## config.mk

```make
export PLATFORM = sky130hd
export DESIGN_NAME = dppt_front
export DESIGN_NICKNAME = d
export VERILOG_FILES = /design/src/dppt_pkg.sv /design/src/dppt_front.sv
export SDC_FILE = /design/constraint.sdc
export NUM_CORES = 1
export LEC_CHECK = 0
export BUFFER_PORTS_ARGS = -buffer_cell sky130_fd_sc_hd__buf_2
export CAP_MARGIN = 20
export CELL_PAD_IN_SITES_DETAIL_PLACEMENT = 1
export CELL_PAD_IN_SITES_GLOBAL_PLACEMENT = 1
export CORE_AREA = 2 2 174 176
export DETAILED_ROUTE_END_ITERATION = 8
export DIE_AREA = 0 0 176 178
export GPL_TIMING_DRIVEN = 0
export PLACE_DENSITY_LB_ADDON = 0.1
export SLEW_MARGIN = 20
export SYNTH_ARGS = -nofsm -noshare
export SYNTH_HDL_FRONTEND = slang
export SYNTH_SLANG_ARGS = --single-unit
export TNS_END_PERCENT = 5
```

## constraint.sdc

```tcl
create_clock -name vclk -period 4.2
set_clock_uncertainty 0.1 [all_clocks]
set_input_delay 0.84 -clock vclk [all_inputs]
set_output_delay 0.84 -clock vclk [all_outputs]
set_load 0.02 [all_outputs]
```

## src/dppt_pkg.sv

```systemverilog
// Shared types and constants for the depth pixel to point transform.
package dppt_pkg;

    // Pixel coordinate and depth widths honored from the incoming word.
    localparam int COORD_BITS = 12;
    localparam int DEPTH_BITS = 16;

    localparam logic [11:0] COORD_MASK = 12'((64'd1 << COORD_BITS) - 64'd1);
    localparam logic [15:0] DEPTH_MASK = 16'((64'd1 << DEPTH_BITS) - 64'd1);

    // Queue between the front and the back.
    localparam int QUEUE_DEPTH = 4;
    localparam int QPTR_W      = $clog2(QUEUE_DEPTH);

    // Back-end pipeline stages, the output register included.
    localparam int NSTG = 8;

    // Register indexes on the configuration port (byte address 8*index).
    typedef enum logic [2:0] {
        REG_PRINCIPAL   = 3'd0,
        REG_INV_FX      = 3'd1,
        REG_INV_FY      = 3'd2,
        REG_ROW_X       = 3'd3,
        REG_ROW_Y       = 3'd4,
        REG_ROW_Z       = 3'd5,
        REG_MAX_DEPTH   = 3'd6
    } t_reg_idx;

    localparam logic [63:0] ROW_X_RST     = 64'h0000_0000_0000_4000;
    localparam logic [63:0] ROW_Y_RST     = 64'h0000_0000_4000_0000;
    localparam logic [63:0] ROW_Z_RST     = 64'h0000_4000_0000_0000;
    localparam logic [15:0] MAX_DEPTH_RST = 16'd7000;

    typedef struct packed {
        logic [15:0] cx;
        logic [15:0] cy;
        logic [31:0] inv_fx;
        logic [31:0] inv_fy;
        logic [63:0] row_x;
        logic [63:0] row_y;
        logic [63:0] row_z;
        logic [15:0] max_depth;
    } t_cfg;

    // One classified pixel waiting for the back end.
    typedef struct packed {
        logic [15:0] ax;      // |col*16 - cx|
        logic        sx;
        logic [15:0] ay;      // |row*16 - cy|
        logic        sy;
        logic [15:0] depth;
        logic        pvalid;
        logic [7:0]  c1;
        logic [7:0]  c2;
        logic [7:0]  c3;
    } t_entry;

    // Items that ride along the back-end pipeline untouched.
    typedef struct packed {
        logic       pvalid;
        logic [7:0] c1;
        logic [7:0] c2;
        logic [7:0] c3;
    } t_side;

endpackage

```

## src/dppt_front.sv

```systemverilog
// Front end: accept pixel words, check depth and form offsets from the principal point.
module dppt_front (
    input  logic             i_tvalid,
    output logic             o_tready,
    input  logic [63:0]      i_tdata,
    input  dppt_pkg::t_cfg   i_cfg,
    input  logic             i_full,
    output logic             o_push,
    output dppt_pkg::t_entry o_entry
);
    import dppt_pkg::*;

    logic [15:0] w_depth;
    logic [11:0] w_col;
    logic [11:0] w_row;
    logic [16:0] w_dx;
    logic [16:0] w_dy;
    logic [16:0] w_ndx;
    logic [16:0] w_ndy;

    assign o_tready = !i_full;
    assign o_push   = i_tvalid && !i_full;

    assign w_depth = i_tdata[15:0] & DEPTH_MASK;
    assign w_col   = i_tdata[27:16] & COORD_MASK;
    assign w_row   = i_tdata[39:28] & COORD_MASK;

    // Offset in Q.4 pixels, kept as sign and magnitude
    assign w_dx  = {1'b0, w_col, 4'd0} - {1'b0, i_cfg.cx};
    assign w_dy  = {1'b0, w_row, 4'd0} - {1'b0, i_cfg.cy};
    assign w_ndx = -w_dx;
    assign w_ndy = -w_dy;

    always_comb begin
        o_entry.sx     = w_dx[16];
        o_entry.ax     = w_dx[16] ? w_ndx[15:0] : w_dx[15:0];
        o_entry.sy     = w_dy[16];
        o_entry.ay     = w_dy[16] ? w_ndy[15:0] : w_dy[15:0];
        o_entry.depth  = w_depth;
        o_entry.pvalid = (w_depth <= i_cfg.max_depth);
        o_entry.c1     = i_tdata[47:40];
        o_entry.c2     = i_tdata[55:48];
        o_entry.c3     = i_tdata[63:56];
    end

endmodule

```

### Word-level counts from Yosys, hierarchy flattened

Index checks and enable logic that the tools add are counted.
W data, S select, Z words.

| storage, ports and cells | value |
|---|---|
| logic and storage cells | 9 |
| flip-flop bits (word level) | 0 |
| bits of input ports | 370 |
| output and inout port bits | 77 |

| cells by class | value |
|---|---|
| muxes and demuxes | 2 |
| reductions and logical operators | 2 |
| $add $sub $neg | 4 |
| magnitude comparators | 1 |

Operator list:

| kind | number |
|---|---|
| $sub A16 B16 Y17 | 2 |
| $mux W16 | 2 |
| $neg A16 Y16 | 2 |
| $le A16 B16 Y1 | 1 |
| $logic_and A1 B1 Y1 | 1 |
| $logic_not A1 Y1 | 1 |

### Logic depth before layout (Yosys ltp)

| depth | value |
|---|---|
| depth after elaboration | 3 |
| depth in mapped cells | 12 |
| gate-level depth less buffers | 11 |

### Least setup slack after synthesis

OpenSTA, ideal clock, no wires.

| timing | value |
|---|---|
| path type | input to output |
| start point | input port i_cfg[276] in the netlist's numbering |
| end point | output port o_entry[57] in the netlist's numbering |
| data required time | 3.260 ns |
| stages | 12 |
| data arrival time | 3.468 ns |
| path buffers | 1 |
| setup slack | -0.208 ns |
| path through | inv_1 -> ha_1 -> nor2b_1 -> a21o_1 -> a221o_1 -> a311o_1 -> a41oi_2 -> nor2_1 -> a211oi_4 -> buf_6 -> o41ai_2 -> xnor2_1 |

RTL lines:

| item | RTL line | RTL |
|---|---|---|
| from (decl) | dppt_front.sv:6 | `input dppt_pkg::t_cfg i_cfg,` |
| to (decl) | dppt_front.sv:9 | `output dppt_pkg::t_entry o_entry` |

==> impl_metrics.toml <==
[sta]
period_needed_ns = 4.469
min_period_over_period = 1.064
slew_viol_final = 0
hold_viol_final = 0
fin_setup_tns_ns = -3.245
rsz0062_at_grt = "yes"
relSlewSlack = 0.5805
finalSetupViolations = 19
tightest_slew_ns = 0.6248
fmax_ghz = 0.2238
setup_ws_ns = -0.2687

[critical_path]
crit_buf_inv = 5
worst_setup_path_start_kind = "input port"
cp_top_family = "compound AO/OA/AOI/OAI gates"
crit_top_cell = "buf_12"
cp_cell_sequence = "buf_6 -> inv_4 -> ha_4 -> nor2b_4 -> a21o_1 -> a221o_1 -> a311o_1 -> a41oi_2 -> nor2_2 -> a211oi_4 -> buf_12 -> buf_12 -> o41ai_4 -> xnor2_2 -> buf_4"
crit_path_end = "o_entry[57]"
worstSetupPathType = "input port to output pin"
cpMaxStageDelayCell = "a221o_1"
cp.arrival_ns = 3.53
slowest_delay_ns = 0.41
required_ns = 3.26
crit_path_end_kind = "output pin"
cp-startpoint = "i_cfg[276]"
crit_path_max_fanout = 8
cp.depth = 15

[finish]
antenna_cells = 0
fin_nets = 982
layout.cells.non_filler = 958
regArea_um2 = 0
final_area_mm2 = 0.004646
clkbuf_count = 0
seq_cell_count = 0
drive_gt1_frac = 0.5158
syn_to_final_growth_pct = 70.79

[placed_design]
place_area_mm2 = 0.004126
dp_cells = 945
dp_hpwl_mm = 11.55
portBuffers = 167
place_congestion = 0.7458

[global_routing]
grt_overflow = 0
grtUsageTotal = 0.07740
grt_max_degree = 11
first_global_vias = 3416
grt_pass1_wl_mm = 19.02
antenna_found_initial = 0

[drt]
via_count = 3194
dr.pass1.iters = 4
detail_route.iter0.violations = 71
drc = 0
drtAntennaViolNets = 0
wirelength_mm = 12.84
wl_per_cell_um = 13.40
via_per_inst = 3.334

[status]
status = "finished with violations"
violations = "setup timing"

[synth]
synth_warnings = 0
yosys.area.top_type = "ha_1"
avgSynthCellArea_um2 = 7.011
synth_top_area_frac = 0.1932
synth_cells = 388
synthesis.area_mm2 = 0.002720
synth_fp_nets = 800
synth_area_leaders = "ha_1 19%, xnor2_1 13%, buf_4 12%"
ys_seq_area_frac = 0
synth.distinct_cells = 54

[die]
die_width_um = 176
dieHeight_um = 178
start_util = 0.09251
num_io_pins = 447
dieArea_mm2 = 0.03133
fp-row-count = 63
core_mm2 = 0.02940

[pwr]
leakagePower_nw = 2.301
ir_worst_vdd_mv = 0.1015
power_density_mw_per_mm2 = 207.4
p_total_w = 0.0009635

[min_path]
hp-class = "input port to output pin"

[job]
cap_violations = 0
power by group:
| part | internal (W) | total, W | switching [W] |
|---|---|---|---|
| sequential | 0 | 0 | 0 |
| combinational | 0.000440 | 0.000964 | 0.000523 |
| clock | 0 | 0 | 0 |
| total | 0.000440 | 0.000964 | 0.000523 |
cells in the mapped netlist, types with 2 or more instances:
cell type,count
o21ai_0,19
xnor2_1,40
ha_1,42
or3_1,2
xor2_1,16
and3_1,4
a211o_1,2
a21oi_1,20
o21a_1,6
or2_1,2
nor3_1,3
a21o_1,11
nand2_1,32
o21ai_1,2
nor2b_1,9
buf_4,42
o22ai_1,2
nand2b_1,5
nand3_1,7
a21boi_0,2
a21oi_2,2
o41ai_2,2
a311o_1,2
nor2_1,19
inv_1,52
o22a_1,2
o21bai_1,3
clkbuf_1,2
a31oi_1,2
o31ai_1,3
nand4_1,5
mux2i_1,2
or4_1,2
and2_1,2
routing by layer:
metal,vias up,global-route usage,share of wire
met5,-,0,0
met4,0,0,0
met3,0,0.04348,0.15
met2,149,0.1117,0.38
met1,1403,0.1061,0.48
li1,1642,-,-
area by class of cell:
class | instances | area (um^2)
Tap cell | 390 | 488.0
Fill cell | 3580 | 24760
Multi-Input combinational cell | 290 | 2529
Buffer | 46 | 359.1
Inverter | 52 | 197.7
Timing Repair Buffer | 180 | 1072
stage by stage:
stage | util | worst slack (ns) | hold slack, ns
finish | 0.1580 | -0.2687 | 1.798
global route | 0.1580 | -0.3955 | 1.800
CTS | 0.1572 | -0.3047 | 1.799
detailed placement | 0.1403 | -0.9328 | 1.798
global placement | 0.1403 | -0.8751 | 1.800
floorplan | - | -0.08929 | 1.657
how the worst min path moves through the flow:
stage | start | endpoint | cells after the start
floorplan | i_full | o_tready | 1
global placement | i_tdata[51] | o_entry[11] | 2
detailed placement | i_tdata[58] | o_entry[2] | 2
CTS | i_tdata[58] | o_entry[2] | 2
global route | i_tdata[44] | o_entry[20] | 2
finish | i_tdata[50] | o_entry[10] | 2
logic make-up after synthesis:
kind of cell | count (synthesis) | synth area share
compound gates | 91 | 0.2387
xor+xnor | 56 | 0.1803
fa+ha+maj | 42 | 0.1932
buf+inv | 98 | 0.1964
mux | 2 | 0.007360
simple gates | 99 | 0.1840
cells in the final DEF, fill, tap and decap left out, drive strengths merged, types with 5 or more instances in the layout:
cell type  Yosys  final
o21a           6      6
o21ai         21     21
nand2b         5      5
nor2b          9      9
a21o          11     11
nor2          19     19
a21oi         22     22
ha            42     42
inv           52     52
xnor2         40     40
buf           44    224
nand4          5      5
nand3          7      7
nand2         32     32
xor2          16     16
what timing repair did:
action                     in CTS  in global routing
resized for setup              95                 13
hold buffers                    0                  0
buffers inserted               12                  0
pin swaps                      22                  5
cloned                          1                  0
setup endpoints to repair      32                 31
(Power assumes the default switching activity.)
