--- src/dppt_pkg.sv ---
// Shared types and constants for the depth pixel to point transform.
package dppt_pkg;

    // Pixel coordinate and depth widths honored from the incoming word.
    localparam int COORD_BITS = 12;
    localparam int DEPTH_BITS = 16;

    localparam logic [11:0] COORD_MASK = 12'((64'd1 << COORD_BITS) - 64'd1);
    localparam logic [15:0] DEPTH_MASK = 16'((64'd1 << DEPTH_BITS) - 64'd1);

    // Queue between the front and the back.
    localparam int QUEUE_DEPTH = 4;
    localparam int QPTR_W      = $clog2(QUEUE_DEPTH);

    // Back-end pipeline stages, the output register included.
    localparam int NSTG = 8;

    // Register indexes on the configuration port (byte address 8*index).
    typedef enum logic [2:0] {
        REG_PRINCIPAL   = 3'd0,
        REG_INV_FX      = 3'd1,
        REG_INV_FY      = 3'd2,
        REG_ROW_X       = 3'd3,
        REG_ROW_Y       = 3'd4,
        REG_ROW_Z       = 3'd5,
        REG_MAX_DEPTH   = 3'd6
    } t_reg_idx;

    localparam logic [63:0] ROW_X_RST     = 64'h0000_0000_0000_4000;
    localparam logic [63:0] ROW_Y_RST     = 64'h0000_0000_4000_0000;
    localparam logic [63:0] ROW_Z_RST     = 64'h0000_4000_0000_0000;
    localparam logic [15:0] MAX_DEPTH_RST = 16'd7000;

    typedef struct packed {
        logic [15:0] cx;
        logic [15:0] cy;
        logic [31:0] inv_fx;
        logic [31:0] inv_fy;
        logic [63:0] row_x;
        logic [63:0] row_y;
        logic [63:0] row_z;
        logic [15:0] max_depth;
    } t_cfg;

    // One classified pixel waiting for the back end.
    typedef struct packed {
        logic [15:0] ax;      // |col*16 - cx|
        logic        sx;
        logic [15:0] ay;      // |row*16 - cy|
        logic        sy;
        logic [15:0] depth;
        logic        pvalid;
        logic [7:0]  c1;
        logic [7:0]  c2;
        logic [7:0]  c3;
    } t_entry;

    // Items that ride along the back-end pipeline untouched.
    typedef struct packed {
        logic       pvalid;
        logic [7:0] c1;
        logic [7:0] c2;
        logic [7:0] c3;
    } t_side;

endpackage

--- src/dppt_cfg.sv ---
// Configuration register file with an APB-style port.
module dppt_cfg (
    input  logic          i_clk,
    input  logic          i_rst_n,
    input  logic          psel,
    input  logic          penable,
    input  logic          pwrite,
    input  logic [5:0]    paddr,
    input  logic [63:0]   pwdata,
    output logic [63:0]   prdata,
    output logic          pready,
    output dppt_pkg::t_cfg o_cfg
);
    import dppt_pkg::*;

    t_cfg     r_cfg;
    t_reg_idx w_idx;
    logic     w_wr;

    assign pready = 1'b1;
    assign w_idx  = t_reg_idx'(paddr[5:3]);
    assign w_wr   = psel && penable && pwrite && pready;
    assign o_cfg  = r_cfg;

    always_ff @(posedge i_clk) begin
        if (!i_rst_n) begin
            r_cfg.cx        <= '0;
            r_cfg.cy        <= '0;
            r_cfg.inv_fx    <= '0;
            r_cfg.inv_fy    <= '0;
            r_cfg.row_x     <= ROW_X_RST;
            r_cfg.row_y     <= ROW_Y_RST;
            r_cfg.row_z     <= ROW_Z_RST;
            r_cfg.max_depth <= MAX_DEPTH_RST;
        end else if (w_wr) begin
            case (w_idx)
                REG_PRINCIPAL: begin
                    r_cfg.cx <= pwdata[15:0];
                    r_cfg.cy <= pwdata[31:16];
                end
                REG_INV_FX:    r_cfg.inv_fx    <= pwdata[31:0];
                REG_INV_FY:    r_cfg.inv_fy    <= pwdata[31:0];
                REG_ROW_X:     r_cfg.row_x     <= pwdata;
                REG_ROW_Y:     r_cfg.row_y     <= pwdata;
                REG_ROW_Z:     r_cfg.row_z     <= pwdata;
                REG_MAX_DEPTH: r_cfg.max_depth <= pwdata[15:0];
                default: ;
            endcase
        end
    end

    always_comb begin
        case (w_idx)
            REG_PRINCIPAL: prdata = {32'd0, r_cfg.cy, r_cfg.cx};
            REG_INV_FX:    prdata = {32'd0, r_cfg.inv_fx};
            REG_INV_FY:    prdata = {32'd0, r_cfg.inv_fy};
            REG_ROW_X:     prdata = r_cfg.row_x;
            REG_ROW_Y:     prdata = r_cfg.row_y;
            REG_ROW_Z:     prdata = r_cfg.row_z;
            REG_MAX_DEPTH: prdata = {48'd0, r_cfg.max_depth};
            default:       prdata = '0;
        endcase
    end

endmodule

--- config.mk ---
export PLATFORM = sky130hd
export DESIGN_NAME = dppt_cfg
export DESIGN_NICKNAME = d
export VERILOG_FILES = /design/src/dppt_pkg.sv /design/src/dppt_cfg.sv
export SDC_FILE = /design/constraint.sdc
export NUM_CORES = 1
export LEC_CHECK = 0
export ABC_AREA = 1
export BUFFER_PORTS_ARGS = -buffer_cell sky130_fd_sc_hd__buf_2
export CAP_MARGIN = 30
export CORE_MARGIN = 4
export CORE_UTILIZATION = 40
export CTS_CLUSTER_DIAMETER = 30
export DETAILED_ROUTE_END_ITERATION = 10
export GPL_ROUTABILITY_DRIVEN = 0
export PLACE_DENSITY = 0.7
export SLEW_MARGIN = 40
export SYNTH_ARGS = -nofsm -noshare
export SYNTH_HDL_FRONTEND = slang
export SYNTH_SLANG_ARGS = --single-unit
--- constraint.sdc ---
create_clock -name i_clk -period 1.9 [get_ports i_clk]
set_input_delay 0.19 -clock i_clk [delete_from_list [all_inputs] [get_ports i_clk]]
set_output_delay 0.19 -clock i_clk [all_outputs]
set_load 0.02 [all_outputs]
# == After elaboration in Yosys (flattened, before gate mapping) ==
# Index checks and enable logic that the tools add are counted.
# Widths: inputs -> output; s select.
# totals
reg_bits,304
input_bits,75
elab_cells,25
# op_classes
eq_ne,6
n_mux,1
reduce_logical,10
# op_table
operator,n
$pmux 64 s7,1
$reduce_and 2->1,7
$eq 3x3->1 const B,3
$eq 3x2->1 const B,2
$eq 3x1->1 const B,1
$logic_not 3->1,1
$logic_and 1x1->1,2

# == Logic depth before layout (Yosys ltp) ==
# depth
word_depth,3
depth_mapped,8
depth_no_buf,7

# == Worst setup path before layout ==
# Ideal clock, no wire load.
# synth_timing
path_kind,in2out
startpoint,in paddr[5]
endpoint,out prdata[1]
arrival_time_ns,1.257
slack_ns,0.453
cell_stages,8
path_cell_list,buf_2 inv_2 buf_4 clkbuf_1 nand4_1 nand2_1 nor2_1 nand2_1
# synth_between
elab_chain_cells,2
# synth_lines
element,line_no,source
start: declaration,dppt_cfg.sv:8,"input logic [5:0] paddr,"
$eq 3x3->1 (tied with other cells),dppt_cfg.sv:53,case (w_idx)
$pmux 64 s7 *,dppt_cfg.sv:53,
end: declaration,dppt_cfg.sv:10,"output logic [63:0] prdata,"
# Every way passes the cells marked *; elsewhere a longest branch is shown, timed or not.

# == Worst setup path in the final report ==
# layout_timing
startpoint,in paddr[4]
endpoint,out prdata[0]
# Same word-level chain as after synthesis.

==> impl_metrics.csv <==
group,metric,value,unit
setup_path,required,1710,ps
clock_tree,cts_buffers,69,
job,cap_violations,0,
grt,globalRouteOverflowTotal,0,
clock_tree,htreeDepth,3,
sta,fmax,565,MHz
synth,synth.cells.most_frequent,"nand2_1, nor2_1, dfxtp_1",
synth,yosys.area.top_type,"dfxtp_1",
final_layout,drive_gt1_frac,0.230,
setup_path,reg2reg_slack,1230,ps
synth,synth_area,0.0145,sq mm
setup_path,endpoint_kind,"output port",
final_layout,fin_util,0.569,
synth,ys_ff_latch,304,
detailed_routing,remaining_drc_errors,0,
sta,tns,0,ps
floorplan,die_area,0.0393,sq mm
synth,synth_warnings,0,
sta,rsz0062_at_grt,"false",
clock_tree,cts_tree,"yes",
min_path,holdPathStages,2,
sta,setup_viol,0,
setup_path,critPathKind,"primary input to output port",
clock_tree,cts_sinks,304,
synth,synth_top_area_share,0.421,
sta,slew_viol_final,0,
clock_tree,clockBufferDepth,3,
floorplan,die_y,198,microns
sta,period_share,0.932,
detailed_routing,via_per_inst,5.10,
synth,synthArstFlopShare,0,
detailed_routing,firstDrtPassIters,7,
grt,grt_util_all_layers,0.269,
synth,synthMostInstantiatedCell,"nand2_1",
setup_path,arrival,1580,ps
floorplan,core_area,0.0357,sq mm
power,ir_worst_vdd,0.693,mV
placed_design,port_buffers,439,
final_layout,nets,2846,
grt,grt_pass1_vias,15500,
grt,grt_start_max_net_pins,60,
synth,avgSynthCellArea,6.25,sq um
final_layout,largest_reg_flops,304,
synth,syn-num-nets,2391,
placed_design,hpwl,38100,microns
floorplan,ios,444,
status,status,"finished clean",
synth,synthFlopType,"dfxtp_1",
synth,synth_cell_types,18,
synth,synthTopCellsByArea,"dfxtp_1, nand2_1, nor2_1",
sta,whs,18.8,ps
power,p_leak,10.2,nW
min_path,hold_path.class,"primary input to register",
grt,grt_pass1_wl,85500,microns
clock_tree,clkTransAtPathRegs,40,ps
floorplan,dieWidth,198,microns
floorplan,start_util,0.406,
sta,post-route-min-period,1770,ps
synth,seq_area_frac_synth,0.421,
detailed_routing,routedWlPerCell,17.0,microns
detailed_routing,drt-total-wl,55800,microns
final_layout,n_antenna_cell,0,
floorplan,num_rows,69,
final_layout,syn_to_final_growth,40.3,%
setup_path,worstSetupStartpointType,"primary input",
power,power_density,1000,mW/mm^2
synth,netlist_instances,2316,
synth,synth_edf_count,0,
detailed_routing,drtIter0Drc,1221,
detailed_routing,antenna_left,0,
sta,finalHoldViolCount,0,
sta,fin_skew,0,ps
detailed_routing,vias,16800,
clock_tree,ctsRootBufferMaster,"clkbuf_16",
setup_path,crit_fanout,38,
setup_path,r2r_cells,2,
grt,antenna_found_initial,1,
clock_tree,clk_latency,550,ps
clock_tree,postCtsSetupRepairBufs,0,
-- routing by layer --
| layer | wire (microns) | part of all wire | track usage | up-vias |
|---|---|---|---|---|
| met3 | 5150 | 0.092 | 0.0630 | 141 |
| met2 | 26800 | 0.48 | 0.456 | 837 |
| met1 | 21900 | 0.39 | 0.332 | 7668 |
| met5 | 17 | 0.00030 | 0 | - |
| met4 | 2060 | 0.037 | 0.107 | 2 |
| li1 | - | - | - | 8130 |
-- logic make-up after synthesis --
kind of cell,share of synthesized area
simple gates,0.492
other cells,0.000259
compound gates,0.00346
buf+inv,0.0838
flops,0.421
-- worst max-delay path, cell delays in order --
cell and delay, ps:
buf_2 140, buf_12 240, nand2_1 120, nor2_4 140, buf_12 230, nand2_1 70
nand2_1 110, nor2_1 80, nand2_1 60, buf_2 150
-- per-stage QoR --
| stage | total power (W) | setup WS, ps | instance area [sq um] | cells |
|---|---|---|---|---|
| 6_report | 0.0204 | 130 | 20300 | 3288 |
| 5_1_grt | 0.0210 | 1.65 | 20300 | 3288 |
| 4_1_cts | 0.0205 | 81.6 | 20300 | 3288 |
| 3_5_place_dp | 0.00804 | 94.2 | 17400 | 3120 |
| 3_3_place_gp | 0.00802 | 120 | 17400 | 3120 |
| 2_1_floorplan | 0.00749 | 453 | 14500 | 2316 |
-- power breakdown --
group	leakage [nW]	switching, W	internal [W]
Combinational	6.57	0.000982	0.000480
Clock	1.19	0.00389	0.00849
Sequential	2.45	0.0000729	0.00648
-- worst paths after layout --
| kind | start | end |
|---|---|---|
| hold reg to reg | o_cfg[226] | o_cfg[226] |
| setup / recovery | paddr[4] | prdata[0] |
| hold / removal | i_rst_n | o_cfg[3] |
| setup reg to reg | o_cfg[109] | o_cfg[109] |
-- area by class of cell --
cell class,instances,area [sq um]
Clock buffer,87,1940
Clock inverter,40,508
Fill cell,3251,15400
Inverter,101,384
Multi-Input combinational cell,1744,7210
Sequential cell,304,6090
Tap cell,461,577
Timing Repair Buffer,551,3590
-- cells in the final DEF (no fill, tap or decap), types with 8 or more instances in the layout --
cell type      synthesis  routed
inv_1                 97      97
buf_4                 19      36
buf_12                 0      35
buf_2                 66     437
bufinv_16              0       9
nand4_1               75      75
nand3_1              267     267
inv_6                  0       9
o21ai_0               10      10
dfxtp_1              304     304
dlygate4sd3_1          0      41
nor2_4                 5      12
nor2_1               654     652
clkinv_2               0      10
clkbuf_8               0       8
clkbuf_16              0      72
nand2_1              722     722
-- what timing repair did --
item | in CTS | in global routing
resized for setup | 0 | 1
hold buffers | 41 | 0
setup endpoints to repair | 0 | 1
endpoints found under the hold margin | 94 | 0
Power figures use the tool's default switching activity.
