## src/dppt_pkg.sv

```systemverilog
// Shared types and constants for the depth pixel to point transform.
package dppt_pkg;

    // Pixel coordinate and depth widths honored from the incoming word.
    localparam int COORD_BITS = 12;
    localparam int DEPTH_BITS = 16;

    localparam logic [11:0] COORD_MASK = 12'((64'd1 << COORD_BITS) - 64'd1);
    localparam logic [15:0] DEPTH_MASK = 16'((64'd1 << DEPTH_BITS) - 64'd1);

    // Queue between the front and the back.
    localparam int QUEUE_DEPTH = 4;
    localparam int QPTR_W      = $clog2(QUEUE_DEPTH);

    // Back-end pipeline stages, the output register included.
    localparam int NSTG = 8;

    // Register indexes on the configuration port (byte address 8*index).
    typedef enum logic [2:0] {
        REG_PRINCIPAL   = 3'd0,
        REG_INV_FX      = 3'd1,
        REG_INV_FY      = 3'd2,
        REG_ROW_X       = 3'd3,
        REG_ROW_Y       = 3'd4,
        REG_ROW_Z       = 3'd5,
        REG_MAX_DEPTH   = 3'd6
    } t_reg_idx;

    localparam logic [63:0] ROW_X_RST     = 64'h0000_0000_0000_4000;
    localparam logic [63:0] ROW_Y_RST     = 64'h0000_0000_4000_0000;
    localparam logic [63:0] ROW_Z_RST     = 64'h0000_4000_0000_0000;
    localparam logic [15:0] MAX_DEPTH_RST = 16'd7000;

    typedef struct packed {
        logic [15:0] cx;
        logic [15:0] cy;
        logic [31:0] inv_fx;
        logic [31:0] inv_fy;
        logic [63:0] row_x;
        logic [63:0] row_y;
        logic [63:0] row_z;
        logic [15:0] max_depth;
    } t_cfg;

    // One classified pixel waiting for the back end.
    typedef struct packed {
        logic [15:0] ax;      // |col*16 - cx|
        logic        sx;
        logic [15:0] ay;      // |row*16 - cy|
        logic        sy;
        logic [15:0] depth;
        logic        pvalid;
        logic [7:0]  c1;
        logic [7:0]  c2;
        logic [7:0]  c3;
    } t_entry;

    // Items that ride along the back-end pipeline untouched.
    typedef struct packed {
        logic       pvalid;
        logic [7:0] c1;
        logic [7:0] c2;
        logic [7:0] c3;
    } t_side;

endpackage

```

## src/dppt_fifo.sv

```systemverilog
// Short queue that decouples the front end from the back end.
module dppt_fifo (
    input  logic             i_clk,
    input  logic             i_rst_n,
    input  logic             i_push,
    input  dppt_pkg::t_entry i_entry,
    output logic             o_full,
    input  logic             i_pop,
    output logic             o_empty,
    output dppt_pkg::t_entry o_entry
);
    import dppt_pkg::*;

    t_entry            r_mem [QUEUE_DEPTH];
    logic [QPTR_W-1:0] r_wr;
    logic [QPTR_W-1:0] r_rd;
    logic [QPTR_W:0]   r_cnt;
    logic [QPTR_W-1:0] n_wr;
    logic [QPTR_W-1:0] n_rd;

    assign o_full  = (r_cnt == (QPTR_W+1)'(QUEUE_DEPTH));
    assign o_empty = (r_cnt == '0);
    assign o_entry = r_mem[r_rd];

    assign n_wr = (r_wr == QPTR_W'(QUEUE_DEPTH - 1)) ? '0 : r_wr + 1'b1;
    assign n_rd = (r_rd == QPTR_W'(QUEUE_DEPTH - 1)) ? '0 : r_rd + 1'b1;

    always_ff @(posedge i_clk) begin
        if (i_push) begin
            r_mem[r_wr] <= i_entry;
        end
    end

    always_ff @(posedge i_clk) begin
        if (!i_rst_n) begin
            r_wr  <= '0;
            r_rd  <= '0;
            r_cnt <= '0;
        end else begin
            if (i_push) begin
                r_wr <= n_wr;
            end
            if (i_pop) begin
                r_rd <= n_rd;
            end
            case ({i_push, i_pop})
                2'b10:   r_cnt <= r_cnt + 1'b1;
                2'b01:   r_cnt <= r_cnt - 1'b1;
                default: r_cnt <= r_cnt;
            endcase
        end
    end

endmodule

```

## config.mk

```make
export PLATFORM = sky130hd
export DESIGN_NAME = dppt_fifo
export DESIGN_NICKNAME = d
export VERILOG_FILES = /design/src/dppt_pkg.sv /design/src/dppt_fifo.sv
export SDC_FILE = /design/constraint.sdc
export NUM_CORES = 1
export LEC_CHECK = 0
export ABC_AREA = 1
export BUFFER_PORTS_ARGS = -buffer_cell sky130_fd_sc_hd__buf_2
export CELL_PAD_IN_SITES_DETAIL_PLACEMENT = 1
export CELL_PAD_IN_SITES_GLOBAL_PLACEMENT = 1
export CORE_UTILIZATION = 43
export CTS_CLUSTER_DIAMETER = 120
export CTS_CLUSTER_SIZE = 12
export DETAILED_ROUTE_END_ITERATION = 10
export PLACE_DENSITY = 0.76
export SYNTH_ARGS = -nofsm -noshare
export SYNTH_HDL_FRONTEND = slang
export SYNTH_SLANG_ARGS = --single-unit
```

## constraint.sdc

```tcl
create_clock -name i_clk -period 2.53 [get_ports i_clk]
set_input_delay 0.1265 -clock i_clk [delete_from_list [all_inputs] [get_ports i_clk]]
set_output_delay 0.1265 -clock i_clk [all_outputs]
set_load 0.03 [all_outputs]
```

=== Yosys cells after proc, flatten, opt, wreduce, memory -nomap -nowiden ===
Memories as Yosys holds them, arrays and structs flattened. A register that Yosys moved wholly into a read port is not among the register bits.
Index checks and enable logic that the tools add are counted.

* Add/sub/neg operators: 4
* Eq/ne operators: 5
* Multiplexer cells: 7
* Reduce and logical (&&, ||, !) cells: 2

{| class="wikitable"
|+ Operator list
! cell !! number
|-
| 2-bit two-way mux || 4
|-
| 2-bit == test, second input constant || 3
|-
| 3-bit one-hot mux with 2 select lines || 1
|-
| 2-bit by 1-bit adder with 2-bit output, second input constant || 2
|-
| 3-bit by 1-bit adder with 3-bit output, second input constant || 1
|-
| 3-bit == test, second input constant || 1
|-
| 3-bit logical NOT || 1
|-
| 3-bit by 1-bit subtractor with 3-bit output, second input constant || 1
|-
| 2-bit by 1-bit == test with 1-bit output, second input constant || 1
|-
| 1-bit two-way mux || 2
|-
| 2-bit nonzero test || 1
|}

* Register bits: 7
* Memory bits (writable): 300
* Logic and storage cells: 22
* Memories kept: 1

{| class="wikitable"
|+ Memory list
! name !! words !! bits a word !! rd ports !! clocked after Yosys merged registers in !! wr ports !! RTL line !! text
|-
| r_mem || 4 || 75 || 1 || 1 || 1 || dppt_fifo.sv:14 || <nowiki>t_entry r_mem [QUEUE_DEPTH];</nowiki>
|}

=== Depth between registers and ports, before layout ===
* Depth after elaboration: 4
* Mapped depth: 10

=== Worst setup path after synthesis ===
No wires, ideal clock.

* Path kind: register -> register
* Start point: reg r_wr[0]
* End point: mem r_mem[3][0] (netlist name) (enable)
* Setup time: 429 ps
* Arrival: 2,044 ps
* Required time: 2,101 ps
* Setup slack: 57 ps
* Cell stages (with the launch flop): 4
* Cell sequence: dfxtp_1 ha_1 nand2_1 inv_1

{| class="wikitable"
|+ RTL lines
! element !! RTL line !! text
|-
| start, declared || dppt_fifo.sv:15 || <nowiki>logic [QPTR_W-1:0] r_wr;</nowiki>
|-
| start signal, assigned || dppt_fifo.sv:41 || <nowiki>r_wr <= n_wr;</nowiki>
|-
| end, declared || dppt_fifo.sv:14 ||
|}

No word-level cell before the write port.

==> metrics.txt <==
outcome completed; initial antenna violation count 1; layout filler cell count between 2000 and 3000; Final ANT Viol Nets 0; clk_skew around 0.010 ns; Die Y roughly 170 um; Hold/Removal Path Class in2reg; # H-tree levels 1; Synth cell types 25; Syn Area/Cell 15.5 um^2; TritonCTS Buffers 29; static leakage around 5.2 nW; PD cells around 760 mW/mm^2; FF+latch count, synth 309; layout cells sized above 1 0.295; RSZ-0062 raised after global routing false; clk root buf clkbuf_16; FF-to-FF Start r_wr[0]; GR Overflow Total 0; peak supply drop approximately 0.63 mV; flop-to-flop setup slack slightly above 0.7 ns; Total GRT Usage 0.202; Finished Cell Area 0.0150 mm^2; Max-slew headroom 0.565; Flop pwr share 0.520; Die X-Extent approximately 170 um; top-level I/O count 156; top routing layer in use met4; first-pass GRT wire length approximately 45000 um; Final #Nets about 1100; met3 WL post-DR approximately 960 um; per-cell routed wire length 20.7 um; Post-Synthesis Cells between 700 and 800; TritonCTS Sinks 309; Max Cap Violations 0; P_int between 8 and 9 mW; input/output buffers roughly 160; CTS tree yes; final hold violations 0; crit path max fanout 150; num rows 61; Starting Density 0.437; yosys warns 0; Via-to-Cell Ratio about 5.2; Starting DRT DRC Count approximately 450; vias in the first global route about 8000; fin crit share 0.934; post-synthesis sequential area ratio 0.754; clk buf depth 3; largest net degree at the start of global routing roughly 150; Power Total between 10 and 15 mW; Layout area overhead 22.8%; min cycle time layout 2.36 ns; syn_nets ~870; count of final max-slew check failures 0; met1 WL roughly 12000 um; crit path kind reg2out; Setup WS pre-CTS slightly below 0.7 ns; Worst Path Required 2.40 ns; Gate power share 0.144; Post-DP HPWL between 15000 and 20000 um; Worst Hold End r_mem[0][60]; Final GP Congestion just over 0.7; Detailed Routing Iterations Pass 1 4; Net Switching 2.93 mW; Switching Share 0.258; Setup TNS Final 0 ns; hold path depth 2; area of placed instances around 0.013 mm^2; WL met2 15600 um; Worst Setup Slack, final ~0.17 ns; clk slew on worst S/H paths around 0.06 ns; via count between 7000 and 8000; Critical Path AT between 2 and 2.5 ns; clock group share of total power 0.336; Worst-Margin Slew around 0.65 ns; Routed WL 29200 um; Register-to-Register Path Depth 5; final setup violation count 0; Peak Freq between 0.4 and 0.5 GHz; post-synth design cell area about 0.012 mm^2; Reg-to-Reg End r_mem[2][15]; Hold Startpoint i_entry[60]; detailed-route DRC error count 0; Critical Path End Type output pin; post-CTS setup buffer count 0; Die Area slightly below 0.03 mm^2; core area 0.0279 mm^2; Startpoint Class flop; clk_lat worst skew ~0.53 ns
==> worst max-delay path, stage by stage (launching register included) <==
cell and delay, ns:
dfxtp_4 0.39, buf_12 0.48, o21ai_0 0.24, o22ai_1 0.24, buf_2 0.24
==> repair_timing <==
action	in CTS	in global routing
hold buffers	78	0
gates resized for setup	0	0
hold endpoints to repair	309	0
==> worst max path at each step <==
stage                  from      endpoint  slack (ns)
detailed placement  r_wr[0]   r_mem[2][7]        0.69
CTS                    flop   o_entry[37]        0.18
global route           flop   o_entry[37]        0.05
finish                 flop   o_entry[37]        0.17
floorplan           r_wr[0]   r_mem[3][0]        0.06
global placement    r_wr[0]  r_mem[2][73]        0.71
==> kinds of logic (layout without fill, tap and decap cells) <==
| kind of cell | after synthesis | in the layout | synth area share |
|---|---|---|---|
| AO/OA/AOI/OAI | 234 | 234 | 0.126 |
| adder cells (fa/ha/maj) | 7 | 7 | 0.00780 |
| buffers and inverters | 66 | 311 | 0.0334 |
| flip-flops | 309 | 309 | 0.754 |
| other | 0 | 1 | 0 |
| AND/OR/NAND/NOR | 169 | 169 | 0.0789 |
==> stage by stage <==
stage	cells	util	hold slack [ns]
floorplan	785	-	0.225
global placement	1289	0.481	0.340
detailed placement	1289	0.481	0.341
CTS	1408	0.537	0.314
global route	1409	0.537	0.343
finish	1409	0.537	0.347
==> cells in the final DEF (no fill, tap or decap), types with 4 or more instances in the layout <==
master	Yosys	routed
a21oi_1	5	5
buf_12	5	12
buf_2	13	155
buf_4	0	7
clkbuf_1	23	11
clkbuf_16	0	29
clkinv_2	0	5
dfxtp_1	9	7
dlygate4sd3_1	0	78
edfxtp_1	300	300
ha_1	6	6
inv_1	16	12
nand2_1	8	8
nor2_1	108	108
nor2_2	7	7
nor2_4	40	40
nor3_1	4	4
o21ai_0	129	129
o21ai_1	20	20
o21ai_2	5	5
o22ai_1	35	35
o22ai_2	40	40
==> layer usage <==
layer	vias up	global-route usage
li1	3404	-
met1	3723	0.237
met2	143	0.379
met3	50	0.0305
met4	0	0.0607
met5	-	0
==> power by group through the flow <==
stage	clock, mW	sequential, mW	combinational, mW
floorplan	0	6.01	1.02
global placement	0	6.00	1.50
global route	4.05	5.92	1.75
detailed placement	0	6.02	1.55
CTS	3.88	5.91	1.65
finish	3.82	5.91	1.63
==> layout make-up <==
type                       count  area [um^2]  share of cell area
antenna                        1         2.50            0.000167
tap                          378          473              0.0316
sequential                   309         9190               0.615
timing repair buffer         252         1850               0.124
multi-input combinational    410         2590               0.173
inverter                      18         80.1             0.00535
clock buffer                  40          767              0.0513
clock inverter                 1         5.00            0.000335
==> cells in the mapped netlist (all sizes together) <==
library cell  count  area (um^2)
edfxtp          300         9010
nor2            155          900
o21ai           154          790
o22ai            75          719
buf              25          248
clkbuf           23         86.3
inv              18         72.6
dfxtp             9          180
nand2             8         30.0
ha                6         75.1
a21oi             5         25.0
nor3              4         20.0
fa                1         20.0
nand3             1         5.00
nand4             1         6.26
==> flip-flops by register name, summed over array words and instances, names as in the netlist, named ones only <==
signal  flops
r_cnt       3
r_rd        2
r_mem     300
r_wr        2
No activity file was read; power rests on OpenSTA's default activity.
